[src/rtl/bbc_pkg.sv]
// Shared types, constants and helpers for the bracket balance checker.
// Depends on nothing; every other file in rtl/ refers to it by scoped names.
package bbc_pkg;

    // Sizing
    localparam int STACK_DEPTH   = 32;
    localparam int POSITION_BITS = 16;
    localparam int FILL_W        = $clog2(STACK_DEPTH + 1);
    localparam int REPORT_POS_W  = 16;

    localparam logic [POSITION_BITS-1:0] POS_MAX = {POSITION_BITS{1'b1}};
    localparam logic [POSITION_BITS-1:0] POS_ONE = POSITION_BITS'(1);

    // Bracket kind codes: openers below closers, closer = opener + 3
    localparam logic [2:0] KIND_OPEN_PAREN   = 3'd0;
    localparam logic [2:0] KIND_OPEN_SQUARE  = 3'd1;
    localparam logic [2:0] KIND_OPEN_CURLY   = 3'd2;
    localparam logic [2:0] KIND_CLOSE_PAREN  = 3'd3;
    localparam logic [2:0] KIND_CLOSE_SQUARE = 3'd4;
    localparam logic [2:0] KIND_CLOSE_CURLY  = 3'd5;
    localparam logic [2:0] KIND_NONE         = 3'd7;

    // Character codes
    localparam logic [7:0] CHAR_OPEN_PAREN   = 8'h28;
    localparam logic [7:0] CHAR_OPEN_SQUARE  = 8'h5B;
    localparam logic [7:0] CHAR_OPEN_CURLY   = 8'h7B;
    localparam logic [7:0] CHAR_CLOSE_PAREN  = 8'h29;
    localparam logic [7:0] CHAR_CLOSE_SQUARE = 8'h5D;
    localparam logic [7:0] CHAR_CLOSE_CURLY  = 8'h7D;
    localparam logic [7:0] CHAR_NEWLINE      = 8'h0A;

    // Report kind codes
    localparam logic [1:0] REPORT_CLEAN    = 2'd0;
    localparam logic [1:0] REPORT_ERRORS   = 2'd1;
    localparam logic [1:0] REPORT_MISSING  = 2'd2;
    localparam logic [1:0] REPORT_MISMATCH = 2'd3;

    typedef struct packed {
        logic [7:0] symbol;
        logic       end_of_text;
    } t_in_item;

    typedef struct packed {
        logic [1:0]              report_kind;
        logic [REPORT_POS_W-1:0] report_line;
        logic [REPORT_POS_W-1:0] report_column;
        logic                    overflowed;
        logic                    last_report;
    } t_out_item;

    // One stack record
    typedef struct packed {
        logic [2:0]               kind;
        logic [POSITION_BITS-1:0] line;
        logic [POSITION_BITS-1:0] column;
    } t_entry;

    // Shift command broadcast to every cell
    typedef struct packed {
        logic push;
        logic pop;
    } t_cell_ctrl;

    function automatic logic [2:0] kind_of(input logic [7:0] ch);
        logic [2:0] k;
        case (ch)
            CHAR_OPEN_PAREN:   k = KIND_OPEN_PAREN;
            CHAR_OPEN_SQUARE:  k = KIND_OPEN_SQUARE;
            CHAR_OPEN_CURLY:   k = KIND_OPEN_CURLY;
            CHAR_CLOSE_PAREN:  k = KIND_CLOSE_PAREN;
            CHAR_CLOSE_SQUARE: k = KIND_CLOSE_SQUARE;
            CHAR_CLOSE_CURLY:  k = KIND_CLOSE_CURLY;
            default:           k = KIND_NONE;
        endcase
        return k;
    endfunction

    function automatic logic is_opener(input logic [2:0] k);
        return k < KIND_CLOSE_PAREN;
    endfunction

    // Fit a position onto the report field: zero-extend or keep low bits
    function automatic logic [REPORT_POS_W-1:0] to_report(
        input logic [POSITION_BITS-1:0] pos
    );
        logic [POSITION_BITS+REPORT_POS_W-1:0] wide;
        wide = (POSITION_BITS + REPORT_POS_W)'(pos);
        return wide[REPORT_POS_W-1:0];
    endfunction

endpackage

[src/rtl/bbc_stack_cell.sv]
// One cell of the shifting bracket stack: holds a single record.
// Depends on bbc_pkg for the record and shift command types.
module bbc_stack_cell (
    input  logic               i_clk,
    input  bbc_pkg::t_cell_ctrl i_ctrl,
    input  bbc_pkg::t_entry    i_from_above,
    input  bbc_pkg::t_entry    i_from_below,
    input  logic               i_live,
    output bbc_pkg::t_entry    o_entry,
    output logic               o_opener
);

    bbc_pkg::t_entry r_entry;

    // Shift down on push, up on pop, else hold
    always_ff @(posedge i_clk) begin
        if (i_ctrl.push) begin
            r_entry <= i_from_above;
        end else if (i_ctrl.pop) begin
            r_entry <= i_from_below;
        end
    end

    // Flag an occupied cell that holds an opener
    assign o_opener = i_live && bbc_pkg::is_opener(r_entry.kind);
    assign o_entry  = r_entry;

endmodule
[config.mk]
export PLATFORM = sky130hd
export DESIGN_NAME = bbc_stack_cell
export DESIGN_NICKNAME = d
export VERILOG_FILES = /design/src/rtl/bbc_pkg.sv /design/src/rtl/bbc_stack_cell.sv
export SDC_FILE = /design/constraint.sdc
export NUM_CORES = 1
export LEC_CHECK = 0
export BUFFER_PORTS_ARGS = -buffer_cell sky130_fd_sc_hd__buf_4
export CAP_MARGIN = 20
export CORE_UTILIZATION = 45
export CTS_CLUSTER_SIZE = 24
export DETAILED_ROUTE_END_ITERATION = 8
export PLACE_DENSITY = 0.84
export SLEW_MARGIN = 20
export SYNTH_ARGS = -nofsm -noshare
export SYNTH_HDL_FRONTEND = slang
export SYNTH_SLANG_ARGS = --single-unit
[constraint.sdc]
create_clock -name i_clk -period 6.25 [get_ports i_clk]
set_clock_uncertainty 0.05 [all_clocks]
set_input_delay 1.5625 -clock i_clk [delete_from_list [all_inputs] [get_ports i_clk]]
set_output_delay 1.5625 -clock i_clk [all_outputs]
set_load 0.05 [all_outputs]
Yosys cells after proc, flatten, opt, wreduce, memory -nomap -nowiden
Cells that the tools add are included.

Flip-flop bits (word level): 35.

Multiplexer cells: 2. $lt $le $gt $ge: 1. Reductions and logical operators: 2.

Operator list (number): $mux 35 (2); $lt 3x2->1 const B (1); $reduce_bool 2->1 (1); $logic_and 1x1->1 (1).

Depth between registers and ports, before layout
Gate-level depths: netlist (run 1).

Word-level depth: 2. Gate-level depth with buffers: 3. Gate-level depth less buffers: 2.

Worst setup path before layout (run 1)
Ideal clock, no wire load.

Path kind: input -> output. From: input i_live. To: output o_opener. Cell stages on the path: 2. Data arrival time: 2.777 ns. Path slack: 1.861 ns. Cells stage by stage: inv_1 -> a211oi_1.

Cells in the longest elaborated chain, start to end: 1.

RTL lines: start, declared (line bbc_stack_cell.sv:8) `input logic i_live,`; $logic_and 1x1->1 (line bbc_stack_cell.sv:25) `assign o_opener = i_live && bbc_pkg::is_opener(r_entry.kind);`; end, declared (line bbc_stack_cell.sv:10) `output logic o_opener`.

No other way between the ends.

Worst setup path after layout (run 1)
Ends and elaborated chain as after synthesis.

==> results of run 1 <==
==> synth_stat cells (all sizes together) <==
| library cell | number |
|---|---|
| edfxtp | 35 |
| mux2 | 35 |
| buf | 4 |
| a211oi | 1 |
| inv | 1 |
| or2 | 1 |
==> where the power goes <==
part	switching, mW	internal (mW)
combinational	0.123	0.0857
sequential	0.00813	0.288
clock	0.0698	0.0438
==> through the flow <==
step / std cells / hold slack [ps] / utilization (%) / setup WS (ps) / power, mW
finish: 237 / 1473 / 73.33 / 2492 / 0.6184
global route: 237 / 1446 / 73.33 / 2447 / 0.6426
CTS: 237 / 1456 / 73.33 / 2497 / 0.6247
detailed placement: 229 / 1816 / 71.87 / 2509 / 0.5115
global placement: 229 / 1814 / 71.87 / 2511 / 0.5080
floorplan: 77 / 1730 / - / 1861 / 0.4358
==> layout make-up <==
type                            count  area share [%]
Inverter                            1          0.1499
Clock inverter                      1          0.1998
Multi-Input combinational cell     37           20.63
Tap cell                           46           2.298
Timing Repair Buffer              110           32.97
Clock buffer                        7           1.798
Sequential cell                    35           41.96
==> final timing paths <==
| kind | startpoint | endpoint | slack [ps] | depth (start not counted) |
|---|---|---|---|---|
| max | i_live | o_opener | 2490 | 4 |
| min | i_from_below[2] | o_entry[2]$_DFFE_PP_ | 1470 | 2 |
==> metal layers <==
layer	vias to the layer above	share of wire, %	track usage (%)
li1	527	-	-
met1	490	35	19.17
met2	63	53	31.52
met3	12	8.4	5.292
met4	0	3.2	12.21
met5	-	0	0
==> worst max-delay path, stage by stage <==
cell and delay [ps]:
buf_4 70, inv_1 30, a211oi_1 230, buf_4 240
==> logic make-up (layout without fill, tap and decap cells) <==
logic type	after synthesis	count (layout)	synth area share (%)
DFF	35	35	63.98
buffers and inverters	5	119	4.570
muxes	35	35	30.62
AOI/OAI and AO/OA	1	1	0.4571
and+or+nand+nor	1	1	0.3811
==> metrics.cfg, run 1 <==
[timing]
maxSlewViolCount=0
tns_ps=0
finalCriticalPeriod_ps=3758
setup_viol=0
hold_viol=0
worst_slew_pin_slew_ps=782.1
max_freq_ghz=0.2661
fin_crit_sh_pct=60.12
relSlewSlack_pct=47.86
rsz0062_at_grt=false

[final_layout]
n_fill_cell=236
antenna_cells=0
seq_area_sq_um=1051
final_cell_mix=buf_4 (110), edfxtp_1 (35), mux2_4 (29)
drive_gt1_share_pct=79.06
final_area_sq_um=2505
largest_reg_flops=35
mostFrequentLayoutCell=buf_4
nets=264
syn_to_final_growth_pct=52.48
multi_input_area_sq_um=516.7

[placed_design]
gp_congestion=0.7769
port_buffers=109
place_area_sq_um=2455

[cts]
h-tree-depth=2
clock-root-buffer=clkbuf_4
ctsResizeCount=0
cts_hold_buf=0
clock_sinks=35
clockBufferDepth=2
numCtsBuffers=5
clk_pin_slew_ps=100
tritoncts=built
postCtsSetupRepairBufs=0

[hold_path]
hold_class=in -> reg

[synth]
syn_nets=151
ys_seq_area_share_pct=63.98
avgSynthCellArea_sq_um=21.34
syn_inst=77
yosysTopAreaCell=edfxtp_1
yosysUniqueCellTypes=8
syn_area_sq_um=1643
synth.area.top_cells=edfxtp_1 (64%), mux2_4 (27%), mux2_2 (4.1%)
synth_warnings=0
ys_seq_elements=35
yosysTopAreaCellShare_pct=63.98

[global_route]
overflow=0
grt_pass1_wl_mm=5.216
antenna_found_initial=0
grt_max_degree=37
grtUsageTotal_pct=18.26
first_global_vias=1105

[drt]
drcViolationCount=0
vias=1092
antenna_left=0
first_pass_iters=4
wirelength_mm=3.296
routedWlPerCell_microns=13.91
drtIter0Drc=37
vias_per_cell=4.608

[setup_path]
arrival_ps=2150
path_max_fanout=1
crit_path_end_kind=primary output
startpoint_type=primary input
critPathKind=in -> out
worstPathRequired_ps=4640

[power_and_ir_drop]
powerDensity_nw_per_um2=246.9
ir_drop_v=0.0001575
leakage_nw=1.184

[floorplan]
fp.dieH_microns=62.42
start_util_pct=48.10
dieWidth_microns=62.42
core_sq_um=3416
dieArea_sq_um=3896
io_pins=110
num_rows=21

[outcome]
outcome=complete, no violations

[job]
cap_violations=0

(Power assumes the default switching activity.)
==> inputs of run 2 (changes only) <==
Settings changed: CORE_UTILIZATION 45 to 41, PLACE_DENSITY 0.84 to 0.78.
Clock period 6.25 ns to 3.84 ns, I/O delays scaled along.
==> metrics.cfg, run 2 (synthesis gave the netlist of run 1 again) <==
[drt]
drcViolationCount=0
antenna_left=0
vias_per_cell=4.696
wirelength_mm=3.329
vias=1127
first_pass_iters=4
routedWlPerCell_microns=13.87
drtIter0Drc=69

[power_and_ir_drop]
p_int_mw=0.7345
seq_power_share_pct=45.3
powerDensity_nw_per_um2=415.8
leakage_nw=1.206
power_frac_clock_pct=22.5
power_frac_comb_pct=32.2
p_switching_mw=0.3290
finalPower_mw=1.064
swShare_pct=30.93
ir_drop_v=0.0002466

[floorplan]
io_pins=110
dieWidth_microns=65.30
num_rows=22
start_util_pct=43.88
fp.dieH_microns=65.30
core_sq_um=3744
dieArea_sq_um=4264

[timing]
fin_crit_sh_pct=65.42
tns_ps=0
relSlewSlack_pct=51.01
rsz0062_at_grt=false
maxSlewViolCount=0
worst_slew_pin_slew_ps=734.9
setup_viol=0
finalCriticalPeriod_ps=2512
max_freq_ghz=0.3981
hold_viol=0

[global_route]
first_global_vias=1131
grtUsageTotal_pct=15.94
grt_pass1_wl_mm=4.912
overflow=0
grt_max_degree=36
antenna_found_initial=0

[cts]
numCtsBuffers=5
ctsResizeCount=0
h-tree-depth=2
clock-root-buffer=clkbuf_8
clock_sinks=35
cts_hold_buf=0
postCtsSetupRepairBufs=0
clockBufferDepth=2
clk_pin_slew_ps=60
tritoncts=built

[setup_path]
cp-endpoint=o_opener
cp_num_cells=4
arrival_ps=1500
critPathTopFamily=buffers and inverters
crit_path_end_kind=primary output
critical-path-max-stage-delay_ps=230
crit_buf_inv=3
path_cells=buf_4 > inv_1 > a211oi_1 > buf_4
crit_path_start=i_live
critPathKind=in -> out
path_max_fanout=1
cpMaxStageDelayCell=buf_4
startpoint_type=primary input
crit_top_cell=buf_4
worstPathRequired_ps=2830

[job]
cap_violations=0

[placed_design]
hpwl_mm=2.681
gp_congestion=0.6611
port_buffers=109

[final_layout]
drive_gt1_share_pct=78.65
final_cell_mix=buf_4 (110), edfxtp_1 (35), mux2_4 (29)
largest_reg_flops=35
antenna_cells=0
mostFrequentLayoutCell=buf_4
n_fill_cell=284
syn_to_final_growth_pct=55.67
nets=265

[outcome]
outcome=complete, no violations

[hold_path]
holdPathStages=2
hold_class=in -> reg

-- run 2: power by group through the flow --
stage	Sequential [mW]	Combinational, mW	Clock, mW
floorplan	0.640	0.0694	0
global placement	0.489	0.341	0
detailed placement	0.490	0.345	0
CTS	0.483	0.345	0.243
global route	0.486	0.355	0.260
finish	0.482	0.342	0.239
-- run 2: cell type report --
type,instances,area [sq um],share of cell area [%]
Clock inverter,2,7.507,0.2935
Sequential cell,35,1051,41.10
Timing Repair Buffer,111,845.8,33.07
Clock buffer,6,72.57,2.838
Tap cell,48,60.06,2.348
Inverter,1,3.754,0.1468
Multi-Input combinational cell,37,516.7,20.21
-- run 2: worst min path at each step --
stage               slack, ps                    end        startpoint
CTS                       930  o_entry[23]$_DFFE_PP_  i_from_above[23]
floorplan                1130   o_entry[0]$_DFFE_PP_   i_from_above[0]
global placement         1210  o_entry[18]$_DFFE_PP_  i_from_above[18]
detailed placement       1210  o_entry[11]$_DFFE_PP_  i_from_below[11]
finish                    930  o_entry[11]$_DFFE_PP_  i_from_below[11]
global route              930  o_entry[24]$_DFFE_PP_  i_from_below[24]
-- run 2: metal layers --
layer	share of wire, %	up-vias	wire [microns]	global-route usage, %
met4	2.3	0	77	7.880
met5	0	-	0	0
li1	-	528	-	-
met1	32	540	1050	15.80
met2	58	51	1923	28.74
met3	8.3	8	277	6.076
-- run 2: stage by stage --
stage | hold WS, ps | cells | worst slack (ps) | area, sq um | util (%)
after floorplan | 1127 | 77 | 655.8 | 1643 | -
after global placement | 1211 | 232 | 1342 | 2477 | 66.18
after global routing | 925.2 | 240 | 1293 | 2557 | 68.32
after detailed placement | 1214 | 232 | 1317 | 2477 | 66.18
final | 932.0 | 240 | 1328 | 2557 | 68.32
after CTS | 926.9 | 240 | 1317 | 2557 | 68.32
==> inputs of run 3 (changes only) <==
Settings changed: CORE_UTILIZATION 41 to 37, PLACE_DENSITY 0.78 to 0.74.
Clock period 3.84 ns to 2.1 ns, I/O delays scaled along.
==> metrics.cfg, run 3 (synthesis gave the netlist of run 1 again) <==
[drt]
first_pass_iters=4
wirelength_met1_mm=1.065
top_layer=met4
wirelength_mm=3.622
vias_per_cell=4.563
drtIter0Drc=39
dr_wl_met2_mm=2.243
antenna_left=0
vias=1118
routedWlPerCell_microns=14.78
met3_length_microns=211
drcViolationCount=0

[power_and_ir_drop]
powerDensity_nw_per_um2=801.7
ir_drop_v=0.0004403
leakage_nw=1.230

[global_route]
grt_max_degree=24
antenna_found_initial=0
first_global_vias=1144
grtUsageTotal_pct=16.02
overflow=0
grt_pass1_wl_mm=5.147

[setup_path]
path_cells=a211oi_2 > buf_4
critical-path-max-stage-delay_ps=420
crit_path_end_kind=primary output
worstPathRequired_ps=1520
path_max_fanout=2
critPathKind=reg -> out
arrival_ps=1150
startpoint_type=flop
cpMaxStageDelayCell=edfxtp_1

[timing]
finalCriticalPeriod_ps=1723
worst_slew_pin_slew_ps=286.6
setup_viol=0
rsz0062_at_grt=false
max_freq_ghz=0.5804
maxSlewViolCount=0
whs_ps=483.9
relSlewSlack_pct=80.90
tns_ps=0
hold_viol=0
fin_crit_sh_pct=82.05

[cts]
postCtsSetupRepairBufs=0
cts_hold_buf=0
h-tree-depth=2
clock_sinks=35
clock-root-buffer=clkbuf_8
clk_pin_slew_ps=70
numCtsBuffers=5
clockBufferDepth=2
ctsResizeCount=0
tritoncts=built

[floorplan]
fp.dieH_microns=68.64
io_pins=110
dieArea_sq_um=4711
start_util_pct=39.64
dieWidth_microns=68.64
core_sq_um=4144
num_rows=23

[final_layout]
syn_to_final_growth_pct=58.42
finalCoreUtilization_pct=62.80
drive_gt1_share_pct=80.51
antenna_cells=0
instances_no_fill=245
mostFrequentLayoutCell=buf_4
nets=268
largest_reg_flops=35
final_cell_mix=buf_4 (114), edfxtp_1 (35), mux2_4 (29)

[hold_path]
hold_class=in -> reg

[placed_design]
placed_cells=237
port_buffers=109
gp_congestion=0.7494

[job]
cap_violations=0

[outcome]
outcome=complete, no violations

run 3: cell count changes in the layout (fill, tap and decap cells not counted):
cell	change
clkbuf_1	-1
a211oi_1	-1
a211oi_2	+1
buf_4	+4
bufinv_16	+1
clkinv_2	+1
buf_12	-1
clkinv_1	-1
run 3: worst max-delay path: cells and delay by family, from the launching register on:
kind / cells / cell delay (ps)
DFF: 1 / 420
buffers and inverters: 1 / 220
AOI/OAI and AO/OA: 1 / 230
run 3: metal layers:
| metal | vias to the layer above | global-route usage (%) |
|---|---|---|
| li1 | 533 | - |
| met5 | - | 0 |
| met2 | 44 | 31.99 |
| met4 | 0 | 11.72 |
| met1 | 531 | 13.64 |
| met3 | 10 | 3.125 |
run 3: power breakdown:
| group | internal (mW) | switching (mW) | total [mW] | leakage [nW] |
|---|---|---|---|---|
| Clock | 0.347 | 0.227 | 0.574 | 0.0556 |
| Sequential | 0.858 | 0.0245 | 0.883 | 0.357 |
| Combinational | 0.260 | 0.369 | 0.629 | 0.818 |
run 3: path summary, 6_finish.rpt:
| kind | endpoint | startpoint | cells after the start |
|---|---|---|---|
| worst max-delay path | o_opener | o_entry[32]$_DFFE_PP_ | 2 |
| worst min-delay path | o_entry[28]$_DFFE_PP_ | i_from_below[28] | 2 |
run 3: layout make-up:
class	instances	area, sq um
Clock buffer	5	68.82
Clock inverter	3	38.79
Fill cell	334	1541
Inverter	1	3.754
Multi-Input combinational cell	37	521.8
Sequential cell	35	1051
Tap cell	50	62.56
Timing Repair Buffer	114	855.8
run 3: metrics by stage:
step	total power, mW	instance area (sq um)	worst slack (ps)
floorplan	1.299	1648	26.20
global placement	1.520	2495	491.1
detailed placement	1.535	2495	480.6
CTS	2.108	2603	360.5
global route	2.156	2603	309.8
finish	2.086	2603	377.0
